$ cat src/sv/script_lexer_tokenizer_core_defines.svh
// Assertion macros shared by the lexer core modules.
// Included by every module that carries concurrent checks; needs nothing else.
`ifndef SCRIPT_LEXER_TOKENIZER_CORE_DEFINES_SVH
`define SCRIPT_LEXER_TOKENIZER_CORE_DEFINES_SVH

`ifndef SYNTH
// The expression must hold at every clock edge outside reset.
`define SLT_ASSERT_ALWAYS(name, clk, rst, expr) \
   name: assert property (@(posedge clk) disable iff (rst) (expr)) \
      else $error("check failed: always");
// When the first expression holds, the second must hold in the same cycle.
`define SLT_ASSERT_IMPL(name, clk, rst, ante, cons) \
   name: assert property (@(posedge clk) disable iff (rst) (ante) |-> (cons)) \
      else $error("check failed: implication");
// When the first expression holds, the second must hold in the next cycle.
`define SLT_ASSERT_NEXT(name, clk, rst, ante, cons) \
   name: assert property (@(posedge clk) disable iff (rst) (ante) |=> (cons)) \
      else $error("check failed: next cycle");
`else
`define SLT_ASSERT_ALWAYS(name, clk, rst, expr)
`define SLT_ASSERT_IMPL(name, clk, rst, ante, cons)
`define SLT_ASSERT_NEXT(name, clk, rst, ante, cons)
`endif

`endif

$ cat src/sv/slt_pkg.sv
// Shared types and constants of the script lexer core.
// Used by the front, queue, back and top-level modules; depends on nothing.
`timescale 1ns / 1ps

package slt_pkg;

   // Default widths and sizes.
   localparam int LINE_BITS_DEFAULT   = 32;
   localparam int QUEUE_DEPTH_DEFAULT = 4;
   localparam int LINE_OUT_W          = 32;
   localparam int MAX_RES             = 3;
   localparam int CNT_W               = 2;

   // Token kinds.
   typedef enum logic [3:0] {
      KIND_EOS    = 4'd0,
      KIND_NUM    = 4'd1,
      KIND_STR    = 4'd2,
      KIND_ID     = 4'd3,
      KIND_VAR    = 4'd4,
      KIND_FUNC   = 4'd5,
      KIND_LCOM   = 4'd6,
      KIND_BCOM   = 4'd7,
      KIND_CHAR   = 4'd8
   } kind_type;

   // Error codes.
   typedef enum logic [2:0] {
      ERR_NONE      = 3'd0,
      ERR_BAD_NUM   = 3'd1,
      ERR_BAD_ESC   = 3'd2,
      ERR_UNTERM_STR = 3'd3,
      ERR_UNTERM_COM = 3'd4
   } error_type;

   // One result item without its line number.
   typedef struct packed {
      logic [7:0] out_byte;
      logic       byte_valid;
      logic       token_end;
      kind_type   kind;
      error_type  err;
   } res_type;

   // All results caused by one input item, as held in the queue.
   typedef struct packed {
      logic [CNT_W-1:0]            cnt;
      logic [LINE_OUT_W-1:0]       line;
      res_type [MAX_RES-1:0]       res;
   } group_type;

endpackage

$ cat src/sv/slt_front.sv
// Lexer front end: accepts source bytes, runs the lexing state machine and
// builds the result group of each byte. Depends on slt_pkg and the defines header.
`timescale 1ns / 1ps
`include "script_lexer_tokenizer_core_defines.svh"

module slt_front #(
   parameter int LINE_BITS = slt_pkg::LINE_BITS_DEFAULT
) (
   input  logic               clock,
   input  logic               reset,
   input  logic               req_valid,
   input  logic [7:0]         req_in_byte,
   input  logic               req_end_of_input,
   input  logic               q_full,
   output logic               push,
   output slt_pkg::group_type push_group
);

   typedef enum logic [12:0] {
      M_IDLE    = 13'b0000000000001,
      M_SLASH   = 13'b0000000000010,
      M_INT     = 13'b0000000000100,
      M_DOT     = 13'b0000000001000,
      M_FRAC    = 13'b0000000010000,
      M_EXPMARK = 13'b0000000100000,
      M_EXPSIGN = 13'b0000001000000,
      M_EXP     = 13'b0000010000000,
      M_STR     = 13'b0000100000000,
      M_ESC     = 13'b0001000000000,
      M_IDENT   = 13'b0010000000000,
      M_LCOM    = 13'b0100000000000,
      M_BCOM    = 13'b1000000000000
   } mode_type;

   // Newline partner expectation codes.
   localparam logic [1:0] NL_NONE    = 2'd0;
   localparam logic [1:0] NL_WANT_LF = 2'd1;
   localparam logic [1:0] NL_WANT_CR = 2'd2;

   // Keyword tracker codes: v, va, var, f, fu, fun, func.
   localparam logic [2:0] KW_NONE = 3'd0;
   localparam logic [2:0] KW_V    = 3'd1;
   localparam logic [2:0] KW_VA   = 3'd2;
   localparam logic [2:0] KW_VAR  = 3'd3;
   localparam logic [2:0] KW_F    = 3'd4;
   localparam logic [2:0] KW_FU   = 3'd5;
   localparam logic [2:0] KW_FUN  = 3'd6;
   localparam logic [2:0] KW_FUNC = 3'd7;

   localparam logic [7:0] CH_LF    = 8'h0A;
   localparam logic [7:0] CH_CR    = 8'h0D;
   localparam logic [7:0] CH_SP    = 8'h20;
   localparam logic [7:0] CH_TAB   = 8'h09;
   localparam logic [7:0] CH_VT    = 8'h0B;
   localparam logic [7:0] CH_FF    = 8'h0C;
   localparam logic [7:0] CH_SLASH = 8'h2F;
   localparam logic [7:0] CH_STAR  = 8'h2A;
   localparam logic [7:0] CH_QUOTE = 8'h22;
   localparam logic [7:0] CH_APOS  = 8'h27;
   localparam logic [7:0] CH_BSL   = 8'h5C;
   localparam logic [7:0] CH_DOT   = 8'h2E;
   localparam logic [7:0] CH_PLUS  = 8'h2B;
   localparam logic [7:0] CH_MINUS = 8'h2D;
   localparam logic [7:0] CH_UND   = 8'h5F;

   function automatic logic is_digit(input logic [7:0] c);
      return (c >= 8'h30) && (c <= 8'h39);
   endfunction

   function automatic logic is_alpha(input logic [7:0] c);
      return ((c >= 8'h61) && (c <= 8'h7A)) || ((c >= 8'h41) && (c <= 8'h5A)) ||
             (c == CH_UND);
   endfunction

   function automatic logic is_nl(input logic [7:0] c);
      return (c == CH_LF) || (c == CH_CR);
   endfunction

   function automatic logic [1:0] nl_code(input logic [7:0] c);
      return (c == CH_LF) ? NL_WANT_CR : NL_WANT_LF;
   endfunction

   function automatic logic [2:0] kw_next(input logic [2:0] k, input logic [7:0] c);
      logic [2:0] r;
      r = KW_NONE;
      case (k)
         KW_V:    r = (c == "a") ? KW_VA   : KW_NONE;
         KW_VA:   r = (c == "r") ? KW_VAR  : KW_NONE;
         KW_F:    r = (c == "u") ? KW_FU   : KW_NONE;
         KW_FU:   r = (c == "n") ? KW_FUN  : KW_NONE;
         KW_FUN:  r = (c == "c") ? KW_FUNC : KW_NONE;
         default: r = KW_NONE;
      endcase
      return r;
   endfunction

   function automatic slt_pkg::res_type mk_res(input logic [7:0] c, input logic bv,
                                                input logic te,
                                                input slt_pkg::kind_type k,
                                                input slt_pkg::error_type e);
      slt_pkg::res_type r;
      r.out_byte   = c;
      r.byte_valid = bv;
      r.token_end  = te;
      r.kind       = k;
      r.err        = e;
      return r;
   endfunction

   mode_type                 mode_ff, mode_in;
   logic [2:0]               kw_ff, kw_in;
   logic [1:0]               nl_ff, nl_in;
   logic [LINE_BITS-1:0]     line_ff, line_in, line_inc;
   logic                     star_ff, star_in;

   logic [7:0]               b;
   logic                     eoi;
   logic                     accept;
   logic                     drop;
   logic                     no_count;
   logic                     go_idle;
   logic                     inc;
   logic                     post_line;
   logic [1:0]               n;
   slt_pkg::res_type [slt_pkg::MAX_RES-1:0] res_c;
   logic [7:0]               esc_c;
   logic                     esc_known;

   assign b        = req_in_byte;
   assign eoi      = req_end_of_input;
   assign accept   = req_valid && !q_full;
   assign line_inc = line_ff + LINE_BITS'(1);

   // Escape decoding for the byte after a backslash.
   always_comb begin
      esc_known = 1'b1;
      esc_c     = b;
      case (b)
         "a":     esc_c = 8'h07;
         "b":     esc_c = 8'h08;
         "f":     esc_c = CH_FF;
         "n":     esc_c = CH_LF;
         "r":     esc_c = CH_CR;
         "t":     esc_c = CH_TAB;
         "v":     esc_c = CH_VT;
         CH_BSL, CH_QUOTE, CH_APOS: esc_c = b;
         default: esc_known = 1'b0;
      endcase
   end

   // One lexing step: next state and the results of the current byte.
   always_comb begin
      mode_in   = mode_ff;
      kw_in     = kw_ff;
      nl_in     = nl_ff;
      star_in   = star_ff;
      drop      = 1'b0;
      no_count  = 1'b0;
      go_idle   = 1'b0;
      inc       = 1'b0;
      post_line = 1'b0;
      n         = 2'd0;
      res_c     = '0;

      // Second byte of a CR/LF or LF/CR pair.
      if (nl_ff != NL_NONE) begin
         nl_in = NL_NONE;
         if (!eoi && (b == ((nl_ff == NL_WANT_LF) ? CH_LF : CH_CR))) begin
            if (mode_ff != M_BCOM) begin
               drop = 1'b1;
            end else begin
               no_count = 1'b1;
            end
         end
      end

      if (!drop) begin
         unique case (mode_ff)
            M_SLASH: begin
               mode_in = M_IDLE;
               if (!eoi && (b == CH_SLASH)) begin
                  mode_in = M_LCOM;
               end else if (!eoi && (b == CH_STAR)) begin
                  mode_in = M_BCOM;
                  star_in = 1'b0;
               end else begin
                  res_c[n] = mk_res(CH_SLASH, 1'b1, 1'b1, slt_pkg::KIND_CHAR,
                                    slt_pkg::ERR_NONE);
                  n = n + 2'd1;
                  go_idle = 1'b1;
               end
            end
            M_INT, M_FRAC: begin
               if (!eoi && is_digit(b)) begin
                  res_c[n] = mk_res(b, 1'b1, 1'b0, slt_pkg::KIND_EOS, slt_pkg::ERR_NONE);
                  n = n + 2'd1;
               end else if (!eoi && (b == CH_DOT) && (mode_ff == M_INT)) begin
                  res_c[n] = mk_res(b, 1'b1, 1'b0, slt_pkg::KIND_EOS, slt_pkg::ERR_NONE);
                  n = n + 2'd1;
                  mode_in = M_DOT;
               end else if (!eoi && ((b == "e") || (b == "E"))) begin
                  res_c[n] = mk_res(b, 1'b1, 1'b0, slt_pkg::KIND_EOS, slt_pkg::ERR_NONE);
                  n = n + 2'd1;
                  mode_in = M_EXPMARK;
               end else begin
                  res_c[n] = mk_res(8'h00, 1'b0, 1'b1, slt_pkg::KIND_NUM, slt_pkg::ERR_NONE);
                  n = n + 2'd1;
                  go_idle = 1'b1;
               end
            end
            M_DOT, M_EXPSIGN: begin
               if (!eoi && is_digit(b)) begin
                  res_c[n] = mk_res(b, 1'b1, 1'b0, slt_pkg::KIND_EOS, slt_pkg::ERR_NONE);
                  n = n + 2'd1;
                  mode_in = (mode_ff == M_DOT) ? M_FRAC : M_EXP;
               end else begin
                  res_c[n] = mk_res(8'h00, 1'b0, 1'b1, slt_pkg::KIND_NUM,
                                    slt_pkg::ERR_BAD_NUM);
                  n = n + 2'd1;
                  go_idle = 1'b1;
               end
            end
            M_EXPMARK: begin
               if (!eoi && is_digit(b)) begin
                  res_c[n] = mk_res(b, 1'b1, 1'b0, slt_pkg::KIND_EOS, slt_pkg::ERR_NONE);
                  n = n + 2'd1;
                  mode_in = M_EXP;
               end else if (!eoi && ((b == CH_PLUS) || (b == CH_MINUS))) begin
                  res_c[n] = mk_res(b, 1'b1, 1'b0, slt_pkg::KIND_EOS, slt_pkg::ERR_NONE);
                  n = n + 2'd1;
                  mode_in = M_EXPSIGN;
               end else begin
                  res_c[n] = mk_res(8'h00, 1'b0, 1'b1, slt_pkg::KIND_NUM,
                                    slt_pkg::ERR_BAD_NUM);
                  n = n + 2'd1;
                  go_idle = 1'b1;
               end
            end
            M_EXP: begin
               if (!eoi && is_digit(b)) begin
                  res_c[n] = mk_res(b, 1'b1, 1'b0, slt_pkg::KIND_EOS, slt_pkg::ERR_NONE);
                  n = n + 2'd1;
               end else begin
                  res_c[n] = mk_res(8'h00, 1'b0, 1'b1, slt_pkg::KIND_NUM, slt_pkg::ERR_NONE);
                  n = n + 2'd1;
                  go_idle = 1'b1;
               end
            end
            M_STR: begin
               if (eoi || is_nl(b)) begin
                  res_c[n] = mk_res(8'h00, 1'b0, 1'b1, slt_pkg::KIND_STR,
                                    slt_pkg::ERR_UNTERM_STR);
                  n = n + 2'd1;
                  go_idle = 1'b1;
               end else if (b == CH_QUOTE) begin
                  res_c[n] = mk_res(8'h00, 1'b0, 1'b1, slt_pkg::KIND_STR, slt_pkg::ERR_NONE);
                  n = n + 2'd1;
                  mode_in = M_IDLE;
               end else if (b == CH_BSL) begin
                  mode_in = M_ESC;
               end else begin
                  res_c[n] = mk_res(b, 1'b1, 1'b0, slt_pkg::KIND_EOS, slt_pkg::ERR_NONE);
                  n = n + 2'd1;
               end
            end
            M_ESC: begin
               if (eoi) begin
                  res_c[n] = mk_res(8'h00, 1'b0, 1'b1, slt_pkg::KIND_STR,
                                    slt_pkg::ERR_UNTERM_STR);
                  n = n + 2'd1;
                  go_idle = 1'b1;
               end else if (is_nl(b)) begin
                  // An escaped line break is kept as LF and counts a line.
                  mode_in   = M_STR;
                  inc       = 1'b1;
                  post_line = 1'b1;
                  nl_in     = nl_code(b);
                  res_c[n]  = mk_res(CH_LF, 1'b1, 1'b0, slt_pkg::KIND_EOS, slt_pkg::ERR_NONE);
                  n = n + 2'd1;
               end else if (esc_known) begin
                  mode_in  = M_STR;
                  res_c[n] = mk_res(esc_c, 1'b1, 1'b0, slt_pkg::KIND_EOS, slt_pkg::ERR_NONE);
                  n = n + 2'd1;
               end else begin
                  mode_in  = M_IDLE;
                  res_c[n] = mk_res(8'h00, 1'b0, 1'b1, slt_pkg::KIND_STR,
                                    slt_pkg::ERR_BAD_ESC);
                  n = n + 2'd1;
               end
            end
            M_IDENT: begin
               if (!eoi && (is_alpha(b) || is_digit(b))) begin
                  res_c[n] = mk_res(b, 1'b1, 1'b0, slt_pkg::KIND_EOS, slt_pkg::ERR_NONE);
                  n = n + 2'd1;
                  kw_in = kw_next(kw_ff, b);
               end else begin
                  res_c[n] = mk_res(8'h00, 1'b0, 1'b1,
                                    (kw_ff == KW_VAR)  ? slt_pkg::KIND_VAR :
                                    (kw_ff == KW_FUNC) ? slt_pkg::KIND_FUNC :
                                                         slt_pkg::KIND_ID,
                                    slt_pkg::ERR_NONE);
                  n = n + 2'd1;
                  kw_in   = KW_NONE;
                  go_idle = 1'b1;
               end
            end
            M_LCOM: begin
               if (eoi) begin
                  res_c[n] = mk_res(8'h00, 1'b0, 1'b1, slt_pkg::KIND_LCOM, slt_pkg::ERR_NONE);
                  n = n + 2'd1;
                  go_idle = 1'b1;
               end else if (is_nl(b)) begin
                  inc       = 1'b1;
                  post_line = 1'b1;
                  nl_in     = nl_code(b);
                  mode_in   = M_IDLE;
                  res_c[n]  = mk_res(8'h00, 1'b0, 1'b1, slt_pkg::KIND_LCOM,
                                     slt_pkg::ERR_NONE);
                  n = n + 2'd1;
               end else begin
                  res_c[n] = mk_res(b, 1'b1, 1'b0, slt_pkg::KIND_EOS, slt_pkg::ERR_NONE);
                  n = n + 2'd1;
               end
            end
            M_BCOM: begin
               if (eoi) begin
                  star_in  = 1'b0;
                  res_c[n] = mk_res(8'h00, 1'b0, 1'b1, slt_pkg::KIND_BCOM,
                                    slt_pkg::ERR_UNTERM_COM);
                  n = n + 2'd1;
                  go_idle = 1'b1;
               end else if (star_ff && (b == CH_SLASH)) begin
                  star_in  = 1'b0;
                  mode_in  = M_IDLE;
                  res_c[n] = mk_res(8'h00, 1'b0, 1'b1, slt_pkg::KIND_BCOM, slt_pkg::ERR_NONE);
                  n = n + 2'd1;
               end else begin
                  // A held star that did not close the comment is text.
                  if (star_ff) begin
                     res_c[n] = mk_res(CH_STAR, 1'b1, 1'b0, slt_pkg::KIND_EOS,
                                       slt_pkg::ERR_NONE);
                     n = n + 2'd1;
                     star_in = 1'b0;
                  end
                  if (b == CH_STAR) begin
                     star_in = 1'b1;
                  end else begin
                     res_c[n] = mk_res(b, 1'b1, 1'b0, slt_pkg::KIND_EOS, slt_pkg::ERR_NONE);
                     n = n + 2'd1;
                     if (is_nl(b) && !no_count) begin
                        inc   = 1'b1;
                        nl_in = nl_code(b);
                     end
                  end
               end
            end
            default: begin
               go_idle = 1'b1;
            end
         endcase
      end

      // Byte handled from idle, either directly or after a token closed.
      if (go_idle) begin
         mode_in = M_IDLE;
         if (eoi) begin
            res_c[n] = mk_res(8'h00, 1'b0, 1'b1, slt_pkg::KIND_EOS, slt_pkg::ERR_NONE);
            n = n + 2'd1;
         end else if (is_nl(b)) begin
            inc   = 1'b1;
            nl_in = nl_code(b);
         end else if ((b == CH_SP) || (b == CH_FF) || (b == CH_TAB) || (b == CH_VT)) begin
            mode_in = M_IDLE;
         end else if (b == CH_SLASH) begin
            mode_in = M_SLASH;
         end else if (b == CH_QUOTE) begin
            mode_in = M_STR;
         end else if (is_digit(b)) begin
            mode_in  = M_INT;
            res_c[n] = mk_res(b, 1'b1, 1'b0, slt_pkg::KIND_EOS, slt_pkg::ERR_NONE);
            n = n + 2'd1;
         end else if (is_alpha(b)) begin
            mode_in  = M_IDENT;
            kw_in    = (b == "v") ? KW_V : (b == "f") ? KW_F : KW_NONE;
            res_c[n] = mk_res(b, 1'b1, 1'b0, slt_pkg::KIND_EOS, slt_pkg::ERR_NONE);
            n = n + 2'd1;
         end else begin
            res_c[n] = mk_res(b, 1'b1, 1'b1, slt_pkg::KIND_CHAR, slt_pkg::ERR_NONE);
            n = n + 2'd1;
         end
      end

      line_in = inc ? line_inc : line_ff;
   end

   // Group handed to the queue; bytes that cause no result push nothing.
   always_comb begin
      push_group.cnt  = n;
      push_group.line = post_line ? slt_pkg::LINE_OUT_W'(line_inc)
                                  : slt_pkg::LINE_OUT_W'(line_ff);
      push_group.res  = res_c;
      push            = accept && (n != 2'd0);
   end

   // Lexer state registers.
   always_ff @(posedge clock) begin
      if (reset) begin
         mode_ff <= M_IDLE;
         kw_ff   <= KW_NONE;
         nl_ff   <= NL_NONE;
         line_ff <= LINE_BITS'(1);
         star_ff <= 1'b0;
      end else if (accept) begin
         mode_ff <= mode_in;
         kw_ff   <= kw_in;
         nl_ff   <= nl_in;
         line_ff <= line_in;
         star_ff <= star_in;
      end
   end

   `SLT_ASSERT_IMPL(a_push_not_full, clock, reset, push, !q_full)
   `SLT_ASSERT_IMPL(a_star_only_in_bcom, clock, reset, star_ff, mode_ff == M_BCOM)

endmodule

$ cat src/sv/slt_queue.sv
// Short register queue of result groups between the lexer front and back end.
// Depends on slt_pkg and the defines header.
`timescale 1ns / 1ps
`include "script_lexer_tokenizer_core_defines.svh"

module slt_queue #(
   parameter int DEPTH = slt_pkg::QUEUE_DEPTH_DEFAULT
) (
   input  logic               clock,
   input  logic               reset,
   input  logic               push,
   input  slt_pkg::group_type push_group,
   output logic               full,
   input  logic               pop,
   output slt_pkg::group_type head_group,
   output logic               empty
);

   localparam int PTR_W = (DEPTH > 1) ? $clog2(DEPTH) : 1;
   localparam int CNT_W = $clog2(DEPTH + 1);

   slt_pkg::group_type   store_ff [DEPTH];
   logic [PTR_W-1:0]     wr_ptr_ff, wr_ptr_in;
   logic [PTR_W-1:0]     rd_ptr_ff, rd_ptr_in;
   logic [CNT_W-1:0]     count_ff, count_in;

   assign full       = (count_ff == CNT_W'(DEPTH));
   assign empty      = (count_ff == '0);
   assign head_group = store_ff[rd_ptr_ff];

   // Pointer and fill count update.
   always_comb begin
      wr_ptr_in = wr_ptr_ff;
      rd_ptr_in = rd_ptr_ff;
      count_in  = count_ff;
      if (push) begin
         wr_ptr_in = (wr_ptr_ff == PTR_W'(DEPTH - 1)) ? '0 : wr_ptr_ff + PTR_W'(1);
      end
      if (pop) begin
         rd_ptr_in = (rd_ptr_ff == PTR_W'(DEPTH - 1)) ? '0 : rd_ptr_ff + PTR_W'(1);
      end
      if (push && !pop) begin
         count_in = count_ff + CNT_W'(1);
      end else if (pop && !push) begin
         count_in = count_ff - CNT_W'(1);
      end
   end

   always_ff @(posedge clock) begin
      if (reset) begin
         wr_ptr_ff <= '0;
         rd_ptr_ff <= '0;
         count_ff  <= '0;
      end else begin
         wr_ptr_ff <= wr_ptr_in;
         rd_ptr_ff <= rd_ptr_in;
         count_ff  <= count_in;
      end
   end

   // Group storage.
   always_ff @(posedge clock) begin
      if (push) begin
         store_ff[wr_ptr_ff] <= push_group;
      end
   end

   `SLT_ASSERT_ALWAYS(a_count_bound, clock, reset, count_ff <= CNT_W'(DEPTH))
   `SLT_ASSERT_IMPL(a_pop_not_empty, clock, reset, pop, !empty)

endmodule

$ cat src/sv/slt_back.sv
// Lexer back end: takes result groups from the queue and hands out one result item per cycle
// while not stalled and marks the last of each group. Needs slt_pkg and the defines header.
`timescale 1ns / 1ps
`include "script_lexer_tokenizer_core_defines.svh"

module slt_back (
   input  logic               clock,
   input  logic               reset,
   input  slt_pkg::group_type head_group,
   input  logic               q_empty,
   output logic               pop,
   output logic               rsp_valid,
   input  logic               rsp_stall,
   output logic [7:0]         rsp_out_byte,
   output logic               rsp_byte_valid,
   output logic               rsp_token_end,
   output logic [3:0]         rsp_token_kind,
   output logic [2:0]         rsp_error_code,
   output logic [31:0]        rsp_line_number,
   output logic               rsp_last_result
);

   slt_pkg::group_type cur_ff, cur_in;
   logic               valid_ff, valid_in;
   logic [1:0]         idx_ff, idx_in;
   logic               last;
   logic               out_acc;
   slt_pkg::res_type   res_sel;

   assign last    = (idx_ff == (cur_ff.cnt - 2'd1));
   assign out_acc = valid_ff && !rsp_stall;
   assign pop     = !q_empty && (!valid_ff || (out_acc && last));
   assign res_sel = cur_ff.res[idx_ff];

   // Step through the current group; load the next one as the last item leaves.
   always_comb begin
      cur_in   = cur_ff;
      valid_in = valid_ff;
      idx_in   = idx_ff;
      if (pop) begin
         cur_in   = head_group;
         valid_in = 1'b1;
         idx_in   = 2'd0;
      end else if (out_acc) begin
         if (last) begin
            valid_in = 1'b0;
         end else begin
            idx_in = idx_ff + 2'd1;
         end
      end
   end

   always_ff @(posedge clock) begin
      if (reset) begin
         valid_ff <= 1'b0;
         idx_ff   <= 2'd0;
      end else begin
         valid_ff <= valid_in;
         idx_ff   <= idx_in;
      end
   end

   always_ff @(posedge clock) begin
      cur_ff <= cur_in;
   end

   // Result ports.
   assign rsp_valid       = valid_ff;
   assign rsp_out_byte    = res_sel.out_byte;
   assign rsp_byte_valid  = res_sel.byte_valid;
   assign rsp_token_end   = res_sel.token_end;
   assign rsp_token_kind  = res_sel.kind;
   assign rsp_error_code  = res_sel.err;
   assign rsp_line_number = cur_ff.line;
   assign rsp_last_result = last;

   `SLT_ASSERT_IMPL(a_idx_in_group, clock, reset, valid_ff,
                    (cur_ff.cnt != 2'd0) && (idx_ff < cur_ff.cnt))
   `SLT_ASSERT_NEXT(a_stall_holds_item, clock, reset, valid_ff && rsp_stall,
                    valid_ff && (idx_ff == $past(idx_ff)))

endmodule

$ cat src/sv/script_lexer_tokenizer_core.sv
// Script lexer core: one source byte per cycle in, token results out one per cycle.
// Each byte's results are registered in the group queue, then in the output stage.
// Throughput: one byte per cycle while the group queue has room; a byte makes
// zero to two results, and the output gives one result per cycle unless rsp_stall.
// Reset (synchronous): lexer idle, line count one, queue and output empty.
`timescale 1ns / 1ps

module script_lexer_tokenizer_core #(
   parameter int LINE_BITS   = slt_pkg::LINE_BITS_DEFAULT,
   parameter int QUEUE_DEPTH = slt_pkg::QUEUE_DEPTH_DEFAULT
) (
   input  logic        clock,
   input  logic        reset,
   input  logic        req_valid,
   output logic        req_stall,
   input  logic [7:0]  req_in_byte,
   input  logic        req_end_of_input,
   output logic        rsp_valid,
   input  logic        rsp_stall,
   output logic [7:0]  rsp_out_byte,
   output logic        rsp_byte_valid,
   output logic        rsp_token_end,
   output logic [3:0]  rsp_token_kind,
   output logic [2:0]  rsp_error_code,
   output logic [31:0] rsp_line_number,
   output logic        rsp_last_result
);

   logic               push;
   slt_pkg::group_type push_group;
   logic               q_full;
   logic               q_empty;
   logic               pop;
   slt_pkg::group_type head_group;

   // Input is held off only while the queue is full.
   assign req_stall = q_full;

   slt_front #(
      .LINE_BITS (LINE_BITS)
   ) u_front (
      .clock            (clock),
      .reset            (reset),
      .req_valid        (req_valid),
      .req_in_byte      (req_in_byte),
      .req_end_of_input (req_end_of_input),
      .q_full           (q_full),
      .push             (push),
      .push_group       (push_group)
   );

   slt_queue #(
      .DEPTH (QUEUE_DEPTH)
   ) u_queue (
      .clock      (clock),
      .reset      (reset),
      .push       (push),
      .push_group (push_group),
      .full       (q_full),
      .pop        (pop),
      .head_group (head_group),
      .empty      (q_empty)
   );

   slt_back u_back (
      .clock           (clock),
      .reset           (reset),
      .head_group      (head_group),
      .q_empty         (q_empty),
      .pop             (pop),
      .rsp_valid       (rsp_valid),
      .rsp_stall       (rsp_stall),
      .rsp_out_byte    (rsp_out_byte),
      .rsp_byte_valid  (rsp_byte_valid),
      .rsp_token_end   (rsp_token_end),
      .rsp_token_kind  (rsp_token_kind),
      .rsp_error_code  (rsp_error_code),
      .rsp_line_number (rsp_line_number),
      .rsp_last_result (rsp_last_result)
   );

endmodule
$ cat config.mk
export PLATFORM = sky130hd
export DESIGN_NAME = script_lexer_tokenizer_core
export DESIGN_NICKNAME = d
export VERILOG_FILES = /design/src/sv/slt_pkg.sv /design/src/sv/slt_front.sv /design/src/sv/slt_queue.sv /design/src/sv/slt_back.sv /design/src/sv/script_lexer_tokenizer_core.sv
export VERILOG_INCLUDE_DIRS = /design/src /design/src/sv
export SDC_FILE = /design/constraint.sdc
export NUM_CORES = 1
export LEC_CHECK = 0
export BUFFER_PORTS_ARGS = -buffer_cell sky130_fd_sc_hd__buf_2
export CORE_ASPECT_RATIO = 1.2
export CORE_MARGIN = 2
export CORE_UTILIZATION = 37
export DETAILED_ROUTE_END_ITERATION = 16
export HOLD_SLACK_MARGIN = 0.06
export PLACE_DENSITY = 0.55
export RECOVER_POWER = 100
export SYNTH_ARGS = -nofsm -noshare
export SYNTH_HDL_FRONTEND = slang
export SYNTH_SLANG_ARGS = --single-unit
$ cat constraint.sdc
create_clock -name clock -period 7.6 [get_ports clock]
set_input_delay 0.76 -clock clock [delete_from_list [all_inputs] [get_ports clock]]
set_output_delay 0.76 -clock clock [all_outputs]
set_load 0.005 [all_outputs]
==> reports/results.ini, run 1 <==
[outcome]
outcome=complete, but fails checks
violations=max-capacitance violations, max-slew violations

[clocking]
clkSlewWorstSetupHoldPaths_ps=60
post_cts.repair.setup_buffers=0
numCtsBuffers=44
clk_latency_ps=570
cts_tree=built
clk_path_buf_depth=3
cts.sinks=426
post_cts_resize_count=0
postCtsHoldBufs=0
cts_root_buf=clkbuf_16
htreeDepth=2

[sta]
final-max-slew-violation-count=162
fmaxAchievable_ghz=0.167
rsz0062_at_grt=no
finalCritPeriodShare_pct=78.7
slew_headroom_pct=-58.2
tightest_slew_ps=2370
worst_slack_ps=1620
finalCriticalPeriod_ps=5980
hold_viol=0
tns_ps=0
setup_viol=0
final.setup_skew_ps=38.0

[logic_synthesis]
synth-async-reset-ratio_pct=0
synth_area_leader_cell=edfxtp_1
yosysWarnings=0
yosysSeqAreaShare_pct=64.1
yosysMostFrequentCell=edfxtp_1
syn_area_per_cell_um2=14.0
netlist_instances=1360
synth.distinct_cells=85
synth_top_area_share_pct=57.7
synthTopCellsByArea=edfxtp_1, mux4_2, dfxtp_1
synth_fp_nets=1385
netlist_top_cells_count=edfxtp_1, nand2_1, nor2_1, mux4_2, dfxtp_1
synth_seq_cells=426
synth-main-ff-cell=edfxtp_1
synth_edf_count=365
syn-cell-area_mm2=0.0190

[detailed_routing]
firstDrtPassIters=5
ant_nets=0
wl_per_cell_um=21.4
vias=11200
wl_mm=44.2
drc=0
vias_per_cell=5.42
drtIter0Drc=749

[cells_and_area]
layout-drive-gt1-share_pct=14.4
register_area_mm2=0.0122
num-fill-cells=4677
areaGrowthSynthToFinish_pct=10.5
multi_input_area_mm2=0.00611
postLayoutCoreUtil_pct=41.1
instances_no_fill=2066
final_area_mm2=0.0210
fin_nets=1405
num_antenna_cells=0

[pwr]
internal-power_uw=4890
switching_power_uw=1760
p_leak_uw=0.00673
ir_drop_uv=174
switching_share_pct=26.5
comb_power_share_pct=18.9
p_seq_share_pct=49.1
power_density_mw_per_mm2=317
power_frac_clock_pct=32.0

[worst_setup_path]
arrival_ps=6150
worst-endpoint-required_ps=7770
crit_path_start_kind=input pin
end_kind=flip-flop
cpPeakStageDelay_ps=880
crit_type=input pin to flip-flop
cp_common_cell=ha_1
crit_chain=clkbuf_1 -> or4b_1 -> or2_0 -> ha_1 -> nand2_1 -> and4_1 -> nand4_1 -> and2_0 -> inv_1 -> ha_1 -> nand2b_1 -> mux2i_1 -> a21oi_1 -> and2_4 -> clkbuf_2
worst-path-buf-inv=3
cp_slowest_cell=or4b_1
path_max_fanout=40
path_delay_family=simple AND/OR/NAND/NOR gates

[global_routing]
grt_pass1_vias=11500
grt_first_pass_wirelength_mm=68.1
grt_usage_pct=16.9
grt.overflow.total=0
grt_antenna_before_repair=0
grt_max_degree=73

[place]
portBuffers=64
place_ws_ps=2030
place_congestion=0.910
dp_cells=1985
place_area_mm2=0.0197
hpwl_mm=29.2

[run]
cap_violations=5

[floorplanning]
die-width_um=211
core_mm2=0.0511
die_h_um=252
num_io_pins=65
start_util_pct=37.2
rows=91
dieArea_mm2=0.0532

[worst_hold_path]
hold_class=flip-flop to flip-flop

==> area by class of cell <==
cell class	count	area share, %
Tap cell	651	3.88
Inverter	20	0.363
Clock buffer	56	5.66
Clock inverter	25	1.15
Timing Repair Buffer	81	1.87
Sequential cell	426	58.0
Multi-Input combinational cell	807	29.1
==> power groups by stage <==
| stage | clock (uW) | combinational (uW) | sequential, uW |
|---|---|---|---|
| floorplan | 0 | 1020 | 3220 |
| global placement | 0 | 1320 | 3310 |
| detailed placement | 0 | 1320 | 3320 |
| CTS | 2190 | 1330 | 3270 |
| global route | 2270 | 1390 | 3320 |
| finish | 2130 | 1260 | 3270 |
==> cell families (layout without fill, tap and decap cells) <==
logic type,Yosys count,in the layout,synth area share (%)
compound gates,158,158,5.54
xor+xnor,69,69,3.18
fa+ha+maj,12,12,0.829
buf+inv,127,182,3.36
flops,426,426,64.1
mux,98,98,10.0
simple gates,470,470,13.0
==> tightest hold or removal path, cell delays in order, from the launching register on <==
cell and delay [ps]:
dfxtp_1 330, nand2_1 60, a21oi_1 50
==> final timing paths <==
check / from / endpoint / slack [ps] / cells past startpoint
max: req_in_byte[4] / u_queue.store_ff[2][10]$_DFFE_PP_ / 1620 / 15
min: u_front.nl_ff[1]$_SDFFE_PP0P_ / u_front.nl_ff[1]$_SDFFE_PP0P_ / 490 / 2
max reg2reg: u_front.mode_ff[3]$_SDFFE_PP0P_ / u_queue.store_ff[2][10]$_DFFE_PP_ / 1800 / 13
min reg2reg: u_front.nl_ff[1]$_SDFFE_PP0P_ / u_front.nl_ff[1]$_SDFFE_PP0P_ / 490 / 2
==> registers in the layout, summed over array words and instances, names as in the netlist <==
name	cells
u_queue.wr_ptr_ff	2
u_front.star_ff	1
u_back.rsp_line_number	32
u_queue.rd_ptr_ff	2
u_queue.count_ff	3
u_back.rsp_valid	1
u_front.line_ff	32
u_front.mode_ff	13
u_back.idx_ff	2
u_front.kw_ff	3
u_front.nl_ff	2
u_back.cur_ff	41
u_queue.store_ff	292
==> placed cells by master (no fill, tap or decap), types with 36 or more instances in the layout <==
master	count
a21oi_1	42
clkbuf_1	41
clkbuf_16	46
dfxtp_1	60
edfxtp_1	365
mux4_2	73
nand2_1	121
nor2_1	90
o21ai_0	46
xor2_1	36
==> per-layer routing <==
layer	track usage (%)	vias to the layer above	routed length [um]
li1	-	5194	-
met1	20.7	5626	18400
met2	30.1	285	22600
met3	2.51	97	1840
met4	6.36	0	1480
met5	0	-	0
==> metrics by stage <==
stage	hold WS, ps	power [uW]
CTS	493	6790
global placement	488	4620
global route	518	6980
floorplan	440	4240
detailed placement	484	4650
finish	489	6660
Note: power is estimated with default switching activity, not from simulation.
==> inputs of run 2 (changes only) <==
--- a/config.mk
+++ b/config.mk
@@ -12,7 +12,7 @@
 export CORE_UTILIZATION = 37
 export DETAILED_ROUTE_END_ITERATION = 16
 export HOLD_SLACK_MARGIN = 0.06
-export PLACE_DENSITY = 0.55
+export PLACE_DENSITY = 0.57
 export RECOVER_POWER = 100
 export SYNTH_ARGS = -nofsm -noshare
 export SYNTH_HDL_FRONTEND = slang
==> constraint.sdc (replaced) <==
create_clock -name clock -period 5.2 [get_ports clock]
set_input_delay 0.52 -clock clock [delete_from_list [all_inputs] [get_ports clock]]
set_output_delay 0.52 -clock clock [all_outputs]
set_load 0.005 [all_outputs]
==> run 2 against run 1 <==
  * The run still ends with max-capacitance violations, max-slew violations left
  * Die area unchanged
  * First-iteration DRC count increased by 9.6%
  * Combinational power increased by 49%
  * Critical path depth decreased by 7
  * Routed wire length increased by 1.1%
  * Sequential power increased by 46%
  * Critical endpoint is now u_queue.store_ff[2][26]$_DFFE_PP_
==> reports/results.ini, run 2 (synthesis gave the netlist of run 1 again) <==
[sta]
worst_slack_ps=356  ; -1260 ps
final.setup_skew_ps=35.6  ; -2.49 ps
setup_viol=0  ; unchanged
tightest_slew_ps=2170  ; -195 ps
slew_headroom_pct=-45.2  ; +13 points
rsz0062_at_grt=no
tns_ps=0  ; unchanged
finalCritPeriodShare_pct=93.2
fmaxAchievable_ghz=0.206
finalCriticalPeriod_ps=4840
hold_viol=0  ; unchanged
final-max-slew-violation-count=145  ; -10%

[cells_and_area]
largest_reg_flops=292  ; unchanged
layout-drive-gt1-share_pct=16.2  ; +1.8 points
final_cell_mix=edfxtp_1, nand2_1, nor2_1, mux4_2, dfxtp_1
num-fill-cells=4621  ; -1.2%
areaGrowthSynthToFinish_pct=12.2
fin_nets=1425  ; +1.4%
final_area_mm2=0.0213  ; +1.5%
final_common_cell=edfxtp_1
num_antenna_cells=0  ; unchanged
reg.largest.list=u_queue.store_ff x292, u_back.cur_ff x41
regMostFlops=u_queue.store_ff

[outcome]
violations=max-capacitance violations, max-slew violations
outcome=complete, but fails checks

[place]
portBuffers=64  ; unchanged
place_area_mm2=0.0200  ; +1.3%
hpwl_mm=29.7  ; +1.7%
place_ws_ps=307  ; -1730 ps
place_congestion=0.936  ; +2.8%

[detailed_routing]
drc=0  ; unchanged
vias=11300  ; +0.78%
wl_mm=44.7  ; +1.1%
ant_nets=0  ; unchanged
wl_per_cell_um=21.5  ; +0.24%
drtIter0Drc=821  ; +9.6%
vias_per_cell=5.42  ; about the same
firstDrtPassIters=5  ; unchanged

[worst_setup_path]
crit_type=flip-flop to flip-flop
path_max_fanout=11  ; -73%
worst-endpoint-required_ps=5500  ; -2270 ps
r2r_slack_ps=360  ; -1440 ps
path_delay_family=compound AO/OA/AOI/OAI gates
cp_slowest_cell=a21boi_0
cp_common_cell=a21oi_1
crit_path_start_kind=flip-flop
reg2reg_from=u_front.mode_ff[9]$_SDFFE_PP0P_
r2r_cells=8  ; -5
arrival_ps=5140  ; -1010 ps
worst-path-buf-inv=0  ; -3
cpPeakStageDelay_ps=1090  ; +210 ps
r2r_end=u_queue.store_ff[2][26]$_DFFE_PP_
crit_chain=or4_1 -> nand2b_1 -> nor4_1 -> a21oi_1 -> o221a_1 -> a21boi_0 -> nand4_1 -> a21oi_1
end_kind=flip-flop

[clocking]
htreeDepth=2  ; unchanged
cts.sinks=426  ; unchanged
clk_latency_ps=580  ; about the same
post_cts.repair.setup_buffers=0  ; unchanged
numCtsBuffers=44  ; unchanged
clk_path_buf_depth=3  ; unchanged
cts_tree=built
cts_root_buf=clkbuf_16
clkSlewWorstSetupHoldPaths_ps=60  ; about the same
post_cts_resize_count=0  ; unchanged
postCtsHoldBufs=0  ; unchanged

[pwr]
p_leak_uw=0.00687  ; +2.2%
ir_drop_uv=232  ; +33%
p_total_uw=9870  ; +48%
power_density_mw_per_mm2=463  ; +46%

[worst_hold_path]
hold_end=u_back.idx_ff[0]$_SDFFE_PP0P_
hold_class=input pin to flip-flop
min_delay_path_depth=4  ; +2
hp-start=rsp_stall

[global_routing]
grt_first_pass_wirelength_mm=68.7  ; +0.80%
grt_usage_pct=16.9  ; about the same
grt_pass1_vias=11500  ; -0.62%
grt_max_degree=77  ; +5.5%
grt.overflow.total=0  ; unchanged
grt_antenna_before_repair=1  ; +1

[floorplanning]
core_mm2=0.0511  ; unchanged
die-width_um=211  ; unchanged
rows=91  ; unchanged
die_h_um=252  ; unchanged
start_util_pct=37.2  ; unchanged
num_io_pins=65  ; unchanged
dieArea_mm2=0.0532  ; unchanged

[run]
cap_violations=4  ; -1

[run 2: power breakdown]
group          total, uW  internal [uW]  switching [uW]
logic               1880            839            1040
registers           4780           4510             262
clock network       3220           1900            1320
total               9870           7250            2620
[run 2: layer usage]
| metal | wire [um] | share of wire (%) | GRT usage, % |
|---|---|---|---|
| met3 | 1950 | 4.4 | 2.56 |
| met1 | 19300 | 43 | 22.1 |
| met4 | 1360 | 3.0 | 5.81 |
| met2 | 22100 | 49 | 28.8 |
| met5 | 0 | 0 | 0 |
[run 2: layout make-up]
cell class	instances	area (um2)	share of cell area [%]
flip-flops and latches	426	12200	57.1
multi-input cells	807	6140	28.8
clock buffers	55	1200	5.64
well taps	651	815	3.82
repair buffers	101	631	2.96
clock inverters	24	277	1.30
inverters	20	76.3	0.358
[run 2: tightest hold or removal path: stages]
cell and delay, ps:
buf_2 90, nor3b_1 60, xnor2_1 130, nor3_1 40
[run 2: stage by stage]
| stage | instances | hold WS, ps | utilization (%) |
|---|---|---|---|
| finish | 2084 | 335 | 41.7 |
| global placement | 2005 | 465 | 39.1 |
| detailed placement | 2005 | 478 | 39.1 |
| global route | 2084 | 373 | 41.7 |
| CTS | 2084 | 303 | 42.0 |
| floorplan | 1360 | 440 | - |
[run 2: worst max path at each step]
stage                                     start                           endpoint  slack [ps]  cells past startpoint
2_1_floorplan                    req_in_byte[7]   u_queue.store_ff[0][0]$_DFFE_PP_         530                     16
3_3_place_gp                     req_in_byte[5]   u_queue.count_ff[2]$_SDFFE_PP0P_         360                     19
4_1_cts        u_front.mode_ff[12]$_SDFFE_PP0P_   u_queue.count_ff[2]$_SDFFE_PP0P_         660                     17
5_1_grt        u_front.mode_ff[12]$_SDFFE_PP0P_  u_queue.store_ff[2][77]$_DFFE_PP_         220                     14
6_report        u_front.mode_ff[9]$_SDFFE_PP0P_  u_queue.store_ff[2][26]$_DFFE_PP_         360                      8
3_5_place_dp                     req_in_byte[5]   u_queue.count_ff[2]$_SDFFE_PP0P_         310                     19
